File: src/sv/fcl_pkg.sv
// ----------------------------------------------------------------------------
// fcl_pkg
// Shared types and codes of the fingerprint cache.
// ----------------------------------------------------------------------------
`default_nettype none

package fcl_pkg;

  typedef enum logic [2:0] {
    OUT_MISS_SKIP   = 3'd0,
    OUT_MISS_COMMIT = 3'd1,
    OUT_HIT_INTER   = 3'd2,
    OUT_HIT_SAME    = 3'd3,
    OUT_HIT_INTRA   = 3'd4
  } outcome_e;

  typedef enum logic [3:0] {
    S_CLEAR,
    S_IDLE,
    S_HEAD,
    S_WALK,
    S_MV1,
    S_MV2,
    S_MV3,
    S_MISS,
    S_EV1,
    S_EV2,
    S_EV3,
    S_INS1,
    S_INS2,
    S_DONE
  } state_e;

  typedef struct packed {
    logic [63:0] signature;
    logic [15:0] packet_tag;
    logic [15:0] byte_offset;
    logic        first_window;
  } item_t;

  typedef struct packed {
    logic [63:0] signature;
    logic [15:0] tag;
    logic [15:0] offset;
    logic [31:0] hits;
  } rec_t;

  typedef struct packed {
    outcome_e    outcome;
    logic [15:0] match_tag;
    logic [15:0] match_offset;
    logic [31:0] match_hits;
    logic        evicted;
    logic [15:0] evicted_tag;
    logic [31:0] evicted_hits;
  } res_t;

endpackage

`default_nettype wire

File: src/sv/fcl_front.sv
// ----------------------------------------------------------------------------
// fcl_front
// Input stage: takes items and holds them in a two-entry queue for the back.
// ----------------------------------------------------------------------------
`default_nettype none

module fcl_front (
  input  wire logic          clk_i,
  input  wire logic          rst_ni,
  input  wire logic          in_valid_i,
  output logic               in_ready_o,
  input  wire fcl_pkg::item_t in_item_i,
  input  wire logic          clearing_i,
  output logic               q_valid_o,
  output fcl_pkg::item_t     q_item_o,
  input  wire logic          q_pop_i
);

  fcl_pkg::item_t q_mem [2];
  logic       wp_q, rp_q;
  logic [1:0] cnt_q;
  logic       push;

  assign in_ready_o = (cnt_q != 2'd2) && !clearing_i;
  assign push       = in_valid_i && in_ready_o;
  assign q_valid_o  = (cnt_q != 2'd0);
  assign q_item_o   = q_mem[rp_q];

  always_ff @(posedge clk_i) begin
    if (push) begin
      q_mem[wp_q] <= in_item_i;
    end
  end

  always_ff @(posedge clk_i or negedge rst_ni) begin
    if (!rst_ni) begin
      wp_q  <= 1'b0;
      rp_q  <= 1'b0;
      cnt_q <= 2'd0;
    end else begin
      if (push) begin
        wp_q <= ~wp_q;
      end
      if (q_pop_i) begin
        rp_q <= ~rp_q;
      end
      if (push && !q_pop_i) begin
        cnt_q <= cnt_q + 2'd1;
      end else if (!push && q_pop_i) begin
        cnt_q <= cnt_q - 2'd1;
      end
    end
  end

endmodule

`default_nettype wire

File: config.mk
export PLATFORM = sky130hd
export DESIGN_NAME = fcl_front
export DESIGN_NICKNAME = d
export VERILOG_FILES = /design/src/sv/fcl_pkg.sv /design/src/sv/fcl_front.sv
export SDC_FILE = /design/constraint.sdc
export NUM_CORES = 1
export LEC_CHECK = 0
export BUFFER_PORTS_ARGS = -buffer_cell sky130_fd_sc_hd__clkbuf_2
export CAP_MARGIN = 20
export CORE_MARGIN = 2
export CORE_UTILIZATION = 56
export CTS_CLUSTER_DIAMETER = 150
export DETAILED_ROUTE_END_ITERATION = 6
export GPL_ROUTABILITY_DRIVEN = 0
export PLACE_DENSITY = 0.92
export SLEW_MARGIN = 20
export SYNTH_ARGS = -nofsm -noshare
export SYNTH_HDL_FRONTEND = slang
export SYNTH_SLANG_ARGS = --single-unit
export TNS_END_PERCENT = 20
File: constraint.sdc
create_clock -name clk_i -period 10.43 [get_ports clk_i]
set_input_delay 0.5215 -clock clk_i [delete_from_list [all_inputs] [get_ports clk_i]]
set_output_delay 0.5215 -clock clk_i [all_outputs]
set_load 0.05 [all_outputs]
* Word-level counts from Yosys, hierarchy flattened
Memory sizes are Yosys's and may differ from the RTL's.
Cells that the tools add are included.
** Cells by class
- Add/sub/neg operators :: 2
- Eq/ne operators :: 1
- Mux-type cells :: 4
- Bitwise logic cells :: 2
- Reductions and logical operators :: 9
** Operator list (count)
- logical AND 1 bit :: 4
- 2-to-1 mux 2 bit :: 2
- nonzero test 2 bit :: 2
- zero test 1 bit :: 3
- adder 2 x 1 -> 2 bit (second input constant) :: 1
- 2-to-1 mux 1 bit :: 2
- != test 2 bit (second input constant) :: 1
- NOT 1 bit :: 2
- subtractor 2 x 1 -> 2 bit (second input constant) :: 1
** Word-level totals
- Register bits after elaboration :: 4
- Bits in writable memories :: 194
- Bits of input ports :: 102
- Output and inout port bits :: 99
- Word-level logic and storage cells :: 22
- Memories kept :: 1
** Memories
- q_mem :: words 2, bits a word 97, read ports 1, clocked after memory_dff 0, wr ports 1, line fcl_front.sv:19 : fcl_pkg::item_t q_mem [2];

* Depth between registers and ports, before layout
Gate-level depths: netlist (run 1).
- Depth after elaboration :: 7
- Mapped depth :: 6
- Gate-level depth less buffers :: 6

* Worst setup path after synthesis (run 1)
Ideal clock, no wire load.
- Kind :: flip-flop to flip-flop
- Start point :: reg cnt_q[1]
- End point :: mem q_mem[0][0] (netlist name) (enable)
- Setup time :: 0.565 ns
- Data arrival time :: 5.073 ns
- Required time :: 9.865 ns
- Path slack :: 4.792 ns
- Cell stages (with the launch flop) :: 4
- Cells stage by stage :: dfrtp_1 nor2b_1 nor3b_4 nor2b_1
** Between the ends
- Word-level cells in the longest chain between the ends :: 5
** RTL lines
- from (decl) :: line fcl_front.sv:21 : logic [1:0] cnt_q;
- from (signal assigned) :: line fcl_front.sv:48 : cnt_q <= cnt_q + 2'd1;
- from (signal assigned) :: line fcl_front.sv:50 : cnt_q <= cnt_q - 2'd1;
- != test 2 bit :: line fcl_front.sv:24 : assign in_ready_o = (cnt_q != 2'd2) && !clearing_i;
- logical AND 1 bit :: line fcl_front.sv:24
- logical AND 1 bit :: line fcl_front.sv:25 : assign push = in_valid_i && in_ready_o;
- 2-to-1 mux 1 bit :: line fcl_front.sv:30 : if (push) begin
- 2-to-1 mux 1 bit (not written as such) :: line fcl_front.sv:31 : q_mem[wp_q] <= in_item_i;
- to (decl) :: line fcl_front.sv:19
Every way passes these cells.

==> results.yml, run 1 <==
status:
  status: "finished, final reports clean"
floorplanning:
  die_height_microns: 118
  coreArea_sq_mm: 0.0127
  die_area_sq_mm: 0.0139
  std_cell_rows: 41
  die_w_microns: 118
  num_io_pins: 201
  start_util: 0.575
sta:
  tns_ns: 0
  slew_headroom: 0.378
  final.min_clock_period_ns: 3.22
  slew_viol_final: 0
  finalHoldViolations: 0
  fmax_mhz: 310
  period_share: 0.309
  fin_worst_skew_ns: 0.00413
  setup_viol: 0
  rsz0062_at_grt: "false"
  tightest_slew_ns: 0.933
finish:
  stdcell_count: 718
  final_nets: 636
  final_common_cell: "clkbuf_2"
  drive_above_1_share: 0.607
  final_area_sq_mm: 0.00900
  final_cell_mix: "clkbuf_2 (200), edfxtp_1 (194), mux2_2 (77)"
  area_growth_pct: 23.6
clock_tree:
  clock_sinks: 198
  cts_hold_buffers: 1
  cts_root_buf: "clkbuf_16"
  clk_pin_slew_ns: 0.06
  htree_levels: 4
  cts_max_path_buffers: 2
  cts_setup_buffers: 0
  clk_latency_ns: 0.42
  cts_tree: "yes"
  cts_resized: 0
  cts_buffers: 17
hold_path:
  hp-class: "primary input to flop"
routing:
  antenna_left: 0
  vias: 3676
  drt_wl_total_mm: 13.1
  drt_iter0_markers: 277
  drc: 0
  wire_per_inst_microns: 18.2
  dr.pass1.iters: 4
  via_per_inst: 5.12
placement:
  placed_area_sq_mm: 0.00846
  portBuffers: 200
  post-place-cells: 685
  dpl.hpwl_mm: 8.79
critical_path:
  required_ns: 9.91
  crit_slowest_cell: "buf_4"
  critPathKind: "flop to primary output"
  cp_top_family: "buffers and inverters"
  crit_buf_inv: 2
  cp-end-kind: "primary output"
  max_stage_delay_ns: 0.82
  path_cells: "buf_4 > mux2_2 > clkbuf_2"
  start_kind: "flop"
  arrival_ns: 2.70
  path_max_fanout: 70
power_and_ir_drop:
  p_sw_mw: 1.03
  pwr-share-seq: 0.398
  p_int_mw: 1.61
  p_sw_frac: 0.390
  p_clk_frac: 0.221
  power_frac_comb: 0.381
  powerDensity_mw_per_mm2: 292
  vdd_drop_max_v: 0.000154
  leakage_nw: 3.45
synth:
  synth.avg_cell_area_sq_um: 22.8
  syn-cell-area_sq_mm: 0.00728
  ys_seq_area_frac: 0.813
  netlist_instances: 320
  synth_top_cell_by_area: "edfxtp_1"
  yosysTopAreaCellShare: 0.800
  ys_seq_elements: 198
  ys_warn_count: 0
  synth_area_leaders: "edfxtp_1 (80%), mux2_2 (12%), mux2_4 (4.1%)"
  yosys.cell_types.count: 15
  synth_fp_nets: 423
global_routing:
  grt_usage: 0.192
  grt_pass1_vias: 3999
  grt_max_degree: 71
  grt_pass1_wl_mm: 20.2
  grt_antenna_before_repair: 1
  grt_overflow: 0
flow_run:
  cap_viol_max_count: 0
## cells by family after synthesis
group	share of synthesized area
flip-flops	0.813
multiplexers	0.160
buffers and inverters	0.0115
AND/OR/NAND/NOR	0.00704
XOR/XNOR	0.00601
adder cells (fa/ha/maj)	0.00172
## worst reg2reg max path: cells and delay by family (launching register included)
kind	cells	cell delay, ns
buffers and inverters	1	0.68
DFF	1	0.40
and+or+nand+nor	3	1.04
## path summary, 6_finish.rpt
kind | start | end | slack, ns | cells past startpoint
worst max-delay path | rp_q$_DFFE_PN0P_ | q_item_o[38] | 7.21 | 3
worst min-delay path | in_item_i[40] | q_mem[1][40]$_DFFE_PP_ | 0.29 | 1
worst max register to register | cnt_q[1]$_DFFE_PN0P_ | q_mem[1][83]$_DFFE_PP_ | 7.92 | 4
worst min register to register | cnt_q[1]$_DFFE_PN0P_ | cnt_q[1]$_DFFE_PN0P_ | 0.48 | 1
max in group asynchronous | rst_ni | rp_q$_DFFE_PN0P_ | 9.80 | 2
min in group asynchronous | rst_ni | cnt_q[1]$_DFFE_PN0P_ | 0.47 | 2
## through the flow
stage / hold WS [ns] / power (mW) / setup slack, ns / util
finish: 0.288 / 2.63 / 7.21 / 0.710
global route: 0.268 / 2.72 / 7.07 / 0.710
CTS: 0.269 / 2.65 / 7.17 / 0.710
detailed placement: 0.350 / 2.07 / 7.65 / 0.668
global placement: 0.354 / 2.05 / 7.67 / 0.668
floorplan: 0.226 / 1.89 / 4.79 / -
## layout make-up
type                            instances  area (sq um)
Inverter                                1          3.75
Multi-Input combinational cell        110          1280
Timing Repair Buffer                  205          1040
Sequential cell                       198          5930
Clock inverter                          9          80.1
Tap cell                              172           215
Fill cell                             795          3670
Clock buffer                           22           444
Antenna cell                            1          2.50
## cell usage after synthesis, drive strengths merged
cell,number
and2,1
buf,11
dfrtp,4
edfxtp,194
ha,1
inv,1
mux2,97
nor2,2
nor2b,2
nor3b,1
or2,1
xnor2,1
xor2,4
## registers in the layout, indices dropped and copies added (netlist names)
register / count
cnt_q: 2
q_mem: 194
rp_q: 1
wp_q: 1
## power groups by stage
stage               registers [mW]  clock network, mW  logic, mW
floorplan                     1.04                  0      0.850
global placement              1.05                  0      0.998
detailed placement            1.06                  0       1.01
CTS                           1.05              0.593       1.01
global route                  1.06              0.620       1.05
finish                        1.05              0.582       1.00
## per-layer routing
layer / track usage / vias to the layer above / share of wire
met5: 0 / - / 0
met4: 0.0625 / 0 / 0.011
met3: 0.0732 / 17 / 0.069
met2: 0.329 / 147 / 0.52
met1: 0.225 / 1815 / 0.40
li1: - / 1697 / -
Note: power is estimated with default switching activity, not from simulation.
==> run 2, diff against run 1 <==
--- a/config.mk
+++ b/config.mk
@@ -8,11 +8,11 @@
 export BUFFER_PORTS_ARGS = -buffer_cell sky130_fd_sc_hd__clkbuf_2
 export CAP_MARGIN = 20
 export CORE_MARGIN = 2
-export CORE_UTILIZATION = 56
+export CORE_UTILIZATION = 47
 export CTS_CLUSTER_DIAMETER = 150
 export DETAILED_ROUTE_END_ITERATION = 6
 export GPL_ROUTABILITY_DRIVEN = 0
-export PLACE_DENSITY = 0.92
+export PLACE_DENSITY = 0.83
 export SLEW_MARGIN = 20
 export SYNTH_ARGS = -nofsm -noshare
 export SYNTH_HDL_FRONTEND = slang
==> constraint.sdc (replaced) <==
create_clock -name clk_i -period 2.6 [get_ports clk_i]
set_input_delay 0.13 -clock clk_i [delete_from_list [all_inputs] [get_ports clk_i]]
set_output_delay 0.13 -clock clk_i [all_outputs]
set_load 0.05 [all_outputs]
==> results.yml, run 2 (synthesis results as in run 1) <==
floorplanning:
  num_io_pins: 201
  die_area_sq_mm: 0.0165
  coreArea_sq_mm: 0.0151
  std_cell_rows: 45
  start_util: 0.481
  die_w_microns: 128
  die_height_microns: 128
clock_tree:
  cts_max_path_buffers: 2
  cts_root_buf: "clkbuf_16"
  clk_latency_ns: 0.42
  cts_buffers: 17
  clk_pin_slew_ns: 0.07
  htree_levels: 4
  cts_setup_buffers: 0
  clock_sinks: 198
  cts_hold_buffers: 99
  cts_tree: "yes"
  cts_resized: 0
global_routing:
  grt_pass1_vias: 4368
  grt_max_degree: 99
  grt_pass1_wl_mm: 21.6
  grt_overflow: 0
  grt_antenna_before_repair: 1
  grt_usage: 0.175
sta:
  rsz0062_at_grt: "false"
  slew_viol_final: 0
  slew_headroom: 0.609
  fin_worst_skew_ns: 0.00966
  tightest_slew_ns: 0.586
  period_share: 0.835
  setup_viol: 0
  final.min_clock_period_ns: 2.17
  finalHoldViolations: 0
  fmax_mhz: 461
routing:
  wl_met1_mm: 5.52
  route.top_layer_used: "met4"
  vias: 4053
  wire_per_inst_microns: 17.3
  drt_wl_total_mm: 14.5
  wl_met3_microns: 774
  via_per_inst: 4.87
  dr.pass1.iters: 6
  drc: 0
  antenna_left: 0
  wl_met2_mm: 7.71
  drt_iter0_markers: 228
finish:
  final_nets: 735
  final_area_sq_mm: 0.0101
  final_core_util: 0.667
  final_common_cell: "clkbuf_2"
  area_growth_pct: 38.7
  top_register: "q_mem"
  drive_above_1_share: 0.525
  largest_register_ff_count: 194
  top_regs: "q_mem (194), cnt_q (2)"
  final_cell_mix: "clkbuf_2 (200), edfxtp_1 (194), dlygate4sd3_1 (99)"
placement:
  portBuffers: 200
  dpl.hpwl_mm: 8.60
  placed_area_sq_mm: 0.00855
critical_path:
  start_kind: "flop"
  cp-end-kind: "primary output"
  critPathLaunch: "rp_q$_DFFE_PN0P_"
  r2r_slack_ns: 0.61
  critPathKind: "flop to primary output"
  reg2reg_to: "q_mem[0][77]$_DFFE_PP_"
  r2r_start: "cnt_q[1]$_DFFE_PN0P_"
  crit_end: "q_item_o[8]"
  arrival_ns: 2.04
  path_max_fanout: 98
  reg2reg_depth: 4
  required_ns: 2.47
power_and_ir_drop:
  powerDensity_mw_per_mm2: 1080
  leakage_nw: 3.90
  vdd_drop_max_v: 0.000823
hold_path:
  hp-class: "primary input to flop"
status:
  status: "finished, final reports clean"
flow_run:
  cap_viol_max_count: 0
run 2: cell types whose count changed in the layout (fill, tap and decap cells not counted), sizes merged:
cell,delta
inv,-1
dlygate4sd3,+98
bufinv,+1
clkinv,+5
buf,+1
clkbuf,-5
run 2: how the worst min path moves through the flow:
stage / from / to / slack (ns) / cells after the start
final: clearing_i / wp_q$_DFFE_PN0N_ / 0.09 / 3
after global routing: clearing_i / wp_q$_DFFE_PN0N_ / 0.07 / 3
after CTS: rst_ni / cnt_q[0]$_DFFE_PN0P_ / 0.03 / 2
after detailed placement: rst_ni / cnt_q[0]$_DFFE_PN0P_ / -0.06 / 1
after global placement: rst_ni / cnt_q[0]$_DFFE_PN0P_ / -0.06 / 1
after floorplan: rst_ni / cnt_q[0]$_DFFE_PN0P_ / -0.17 / 0
run 2: where the power goes:
group | internal [mW] | switching (mW)
clock | 1.40 | 1.07
sequential | 3.97 | 0.122
combinational | 1.31 | 3.02
run 2: through the flow:
step           TNS, ns  hold WS (ns)  instances  power (mW)  setup WS [ns]
5_1_grt              0        0.0734        833        11.3          0.355
3_3_place_gp         0       -0.0601        702        8.31          0.746
4_1_cts              0        0.0277        832        11.0          0.434
6_report             0        0.0858        833        10.9          0.430
3_5_place_dp         0       -0.0554        702        8.39          0.666
2_1_floorplan   -10.52        -0.166        320        7.55         -0.108
run 2: worst max-delay path: stages (launching register included):
cell	delay, ns
dfrtp_4	0.42
buf_12	0.44
mux2_2	0.43
clkbuf_2	0.25
run 2: cell type report:
class                      instances  area, sq um
inverter                           1         3.75
fill                             971         5040
antenna                            1         2.50
clock buffer                      17          425
timing repair buffer             304         2080
multi-input combinational        110         1290
sequential                       198         5930
clock inverter                    14          138
tap                              188          235
run 2: per-layer routing:
layer / GRT usage / vias up
met2: 0.328 / 146
met3: 0.0495 / 33
met4: 0.0844 / 0
met5: 0 / -
li1: - / 1892
met1: 0.181 / 1982
==> run 3, diff against run 2 <==
==> constraint.sdc (replaced) <==
create_clock -name clk_i -period 1.8 [get_ports clk_i]
set_input_delay 0.09 -clock clk_i [delete_from_list [all_inputs] [get_ports clk_i]]
set_output_delay 0.09 -clock clk_i [all_outputs]
set_load 0.05 [all_outputs]
==> results.yml, run 3 (synthesis results as in run 1) <==
status:
  status: "finished with violations"
  violations: "setup timing"
sta:
  fin_worst_skew_ns: 0.0211
  setup_viol: 62
  fmax_mhz: 544
  slew_headroom: 0.817
  tns_ns: -0.705
  whs_ns: 0.0736
  period_share: 1.02
  final.min_clock_period_ns: 1.84
  finalHoldViolations: 0
  tightest_slew_ns: 0.276
  setup_ws_ns: -0.0366
  rsz0062_at_grt: "true"
  slew_viol_final: 0
critical_path:
  cp-end-kind: "primary output"
  start_kind: "flop"
  arrival_ns: 1.75
  path_max_fanout: 7
  critPathKind: "flop to primary output"
  required_ns: 1.71
global_routing:
  grt_overflow: 0
  grt_antenna_before_repair: 0
  grt_pass1_wl_mm: 22.3
  grt_pass1_vias: 4336
  grt_max_degree: 55
  grt_usage: 0.182
finish:
  top_register: "q_mem"
  final_nets: 752
  final_common_cell: "edfxtp_1"
  drive_above_1_share: 0.538
  final_cell_mix: "edfxtp_1 (194), clkbuf_2 (103), dlygate4sd3_1 (101)"
  largest_register_ff_count: 194
  n_antenna_cell: 0
  top_regs: "q_mem (194), cnt_q (2)"
  stdcell_count: 850
  area_growth_pct: 53.9
clock_tree:
  clk_latency_ns: 0.43
  clk_pin_slew_ns: 0.07
  cts_max_path_buffers: 2
  htree_levels: 4
  clock_sinks: 198
  cts_buffers: 17
  cts_root_buf: "clkbuf_16"
  cts_tree: "yes"
routing:
  via_per_inst: 4.97
  dr.pass1.iters: 6
  drc: 0
  wire_per_inst_microns: 19.8
  vias: 4228
  drt_wl_total_mm: 16.8
  antenna_left: 0
  drt_iter0_markers: 234
hold_path:
  hp-class: "primary input to flop"
floorplanning:
  coreArea_sq_mm: 0.0151
  start_util: 0.481
  die_w_microns: 128
  die_height_microns: 128
  num_io_pins: 201
  std_cell_rows: 45
  die_area_sq_mm: 0.0165
power_and_ir_drop:
  power_mw: 18.2
  vdd_drop_max_v: 0.00101
  leakage_nw: 4.32
  powerDensity_mw_per_mm2: 1620
flow_run:
  cap_viol_max_count: 0
placement:
  portBuffers: 200
  post-place-cells: 705
  dpl.hpwl_mm: 8.61
-- run 3: routing by layer --
metal	vias to the layer above	routed length [microns]	track usage
met5	-	0	0
met4	0	357	0.0614
met3	28	832	0.0582
met2	168	8940	0.327
met1	2100	6690	0.206
li1	1932	-	-
-- run 3: metrics by stage --
stage,util,instance area (sq um),setup WS [ns]
finish,0.740,11200,-0.0366
CTS,0.705,10700,-0.112
detailed placement,0.568,8600,0.0881
floorplan,-,7300,-0.908
global placement,0.568,8600,0.137
global route,0.740,11200,-0.0795
-- run 3: worst max-delay path: stages, from the launching register on --
cell and delay, ns:
dfrtp_4 0.45, buf_6 0.16, clkbuf_16 0.17, mux2_2 0.35
clkbuf_8 0.18
-- run 3: repair_timing --
item	4_1_cts	5_1_grt
hold endpoints to repair	200	0
hold buffers	101	0
resized for setup	109	212
pin swaps	0	1
setup endpoints to repair	97	190
cloned	0	8
setup buffers	0	4
-- run 3: path summary, 6_finish.rpt --
check / from / endpoint / slack (ns) / cells past startpoint
max in group asynchronous: rst_ni / rp_q$_DFFE_PN0P_ / 0.99 / 3
min in group asynchronous: rst_ni / rp_q$_DFFE_PN0P_ / 0.61 / 3
max: rp_q$_DFFE_PN0P_ / q_item_o[45] / -0.04 / 4
max reg2reg: cnt_q[1]$_DFFE_PN0P_ / q_mem[0][69]$_DFFE_PP_ / 0.07 / 4
min: in_valid_i / wp_q$_DFFE_PN0N_ / 0.07 / 3
min reg2reg: cnt_q[1]$_DFFE_PN0P_ / cnt_q[1]$_DFFE_PN0P_ / 0.51 / 1
-- run 3: layout make-up --
class / count / area, sq um
clock buffer: 17 / 425
fill: 837 / 3940
inverter: 1 / 3.75
sequential: 198 / 5930
multi-input combinational: 110 / 1300
tap: 188 / 235
timing repair buffer: 321 / 3140
clock inverter: 15 / 171
-- run 3: power breakdown --
group	internal (mW)	switching, mW
sequential	5.74	0.191
clock	2.09	1.70
combinational	3.62	4.87
total	11.4	6.75
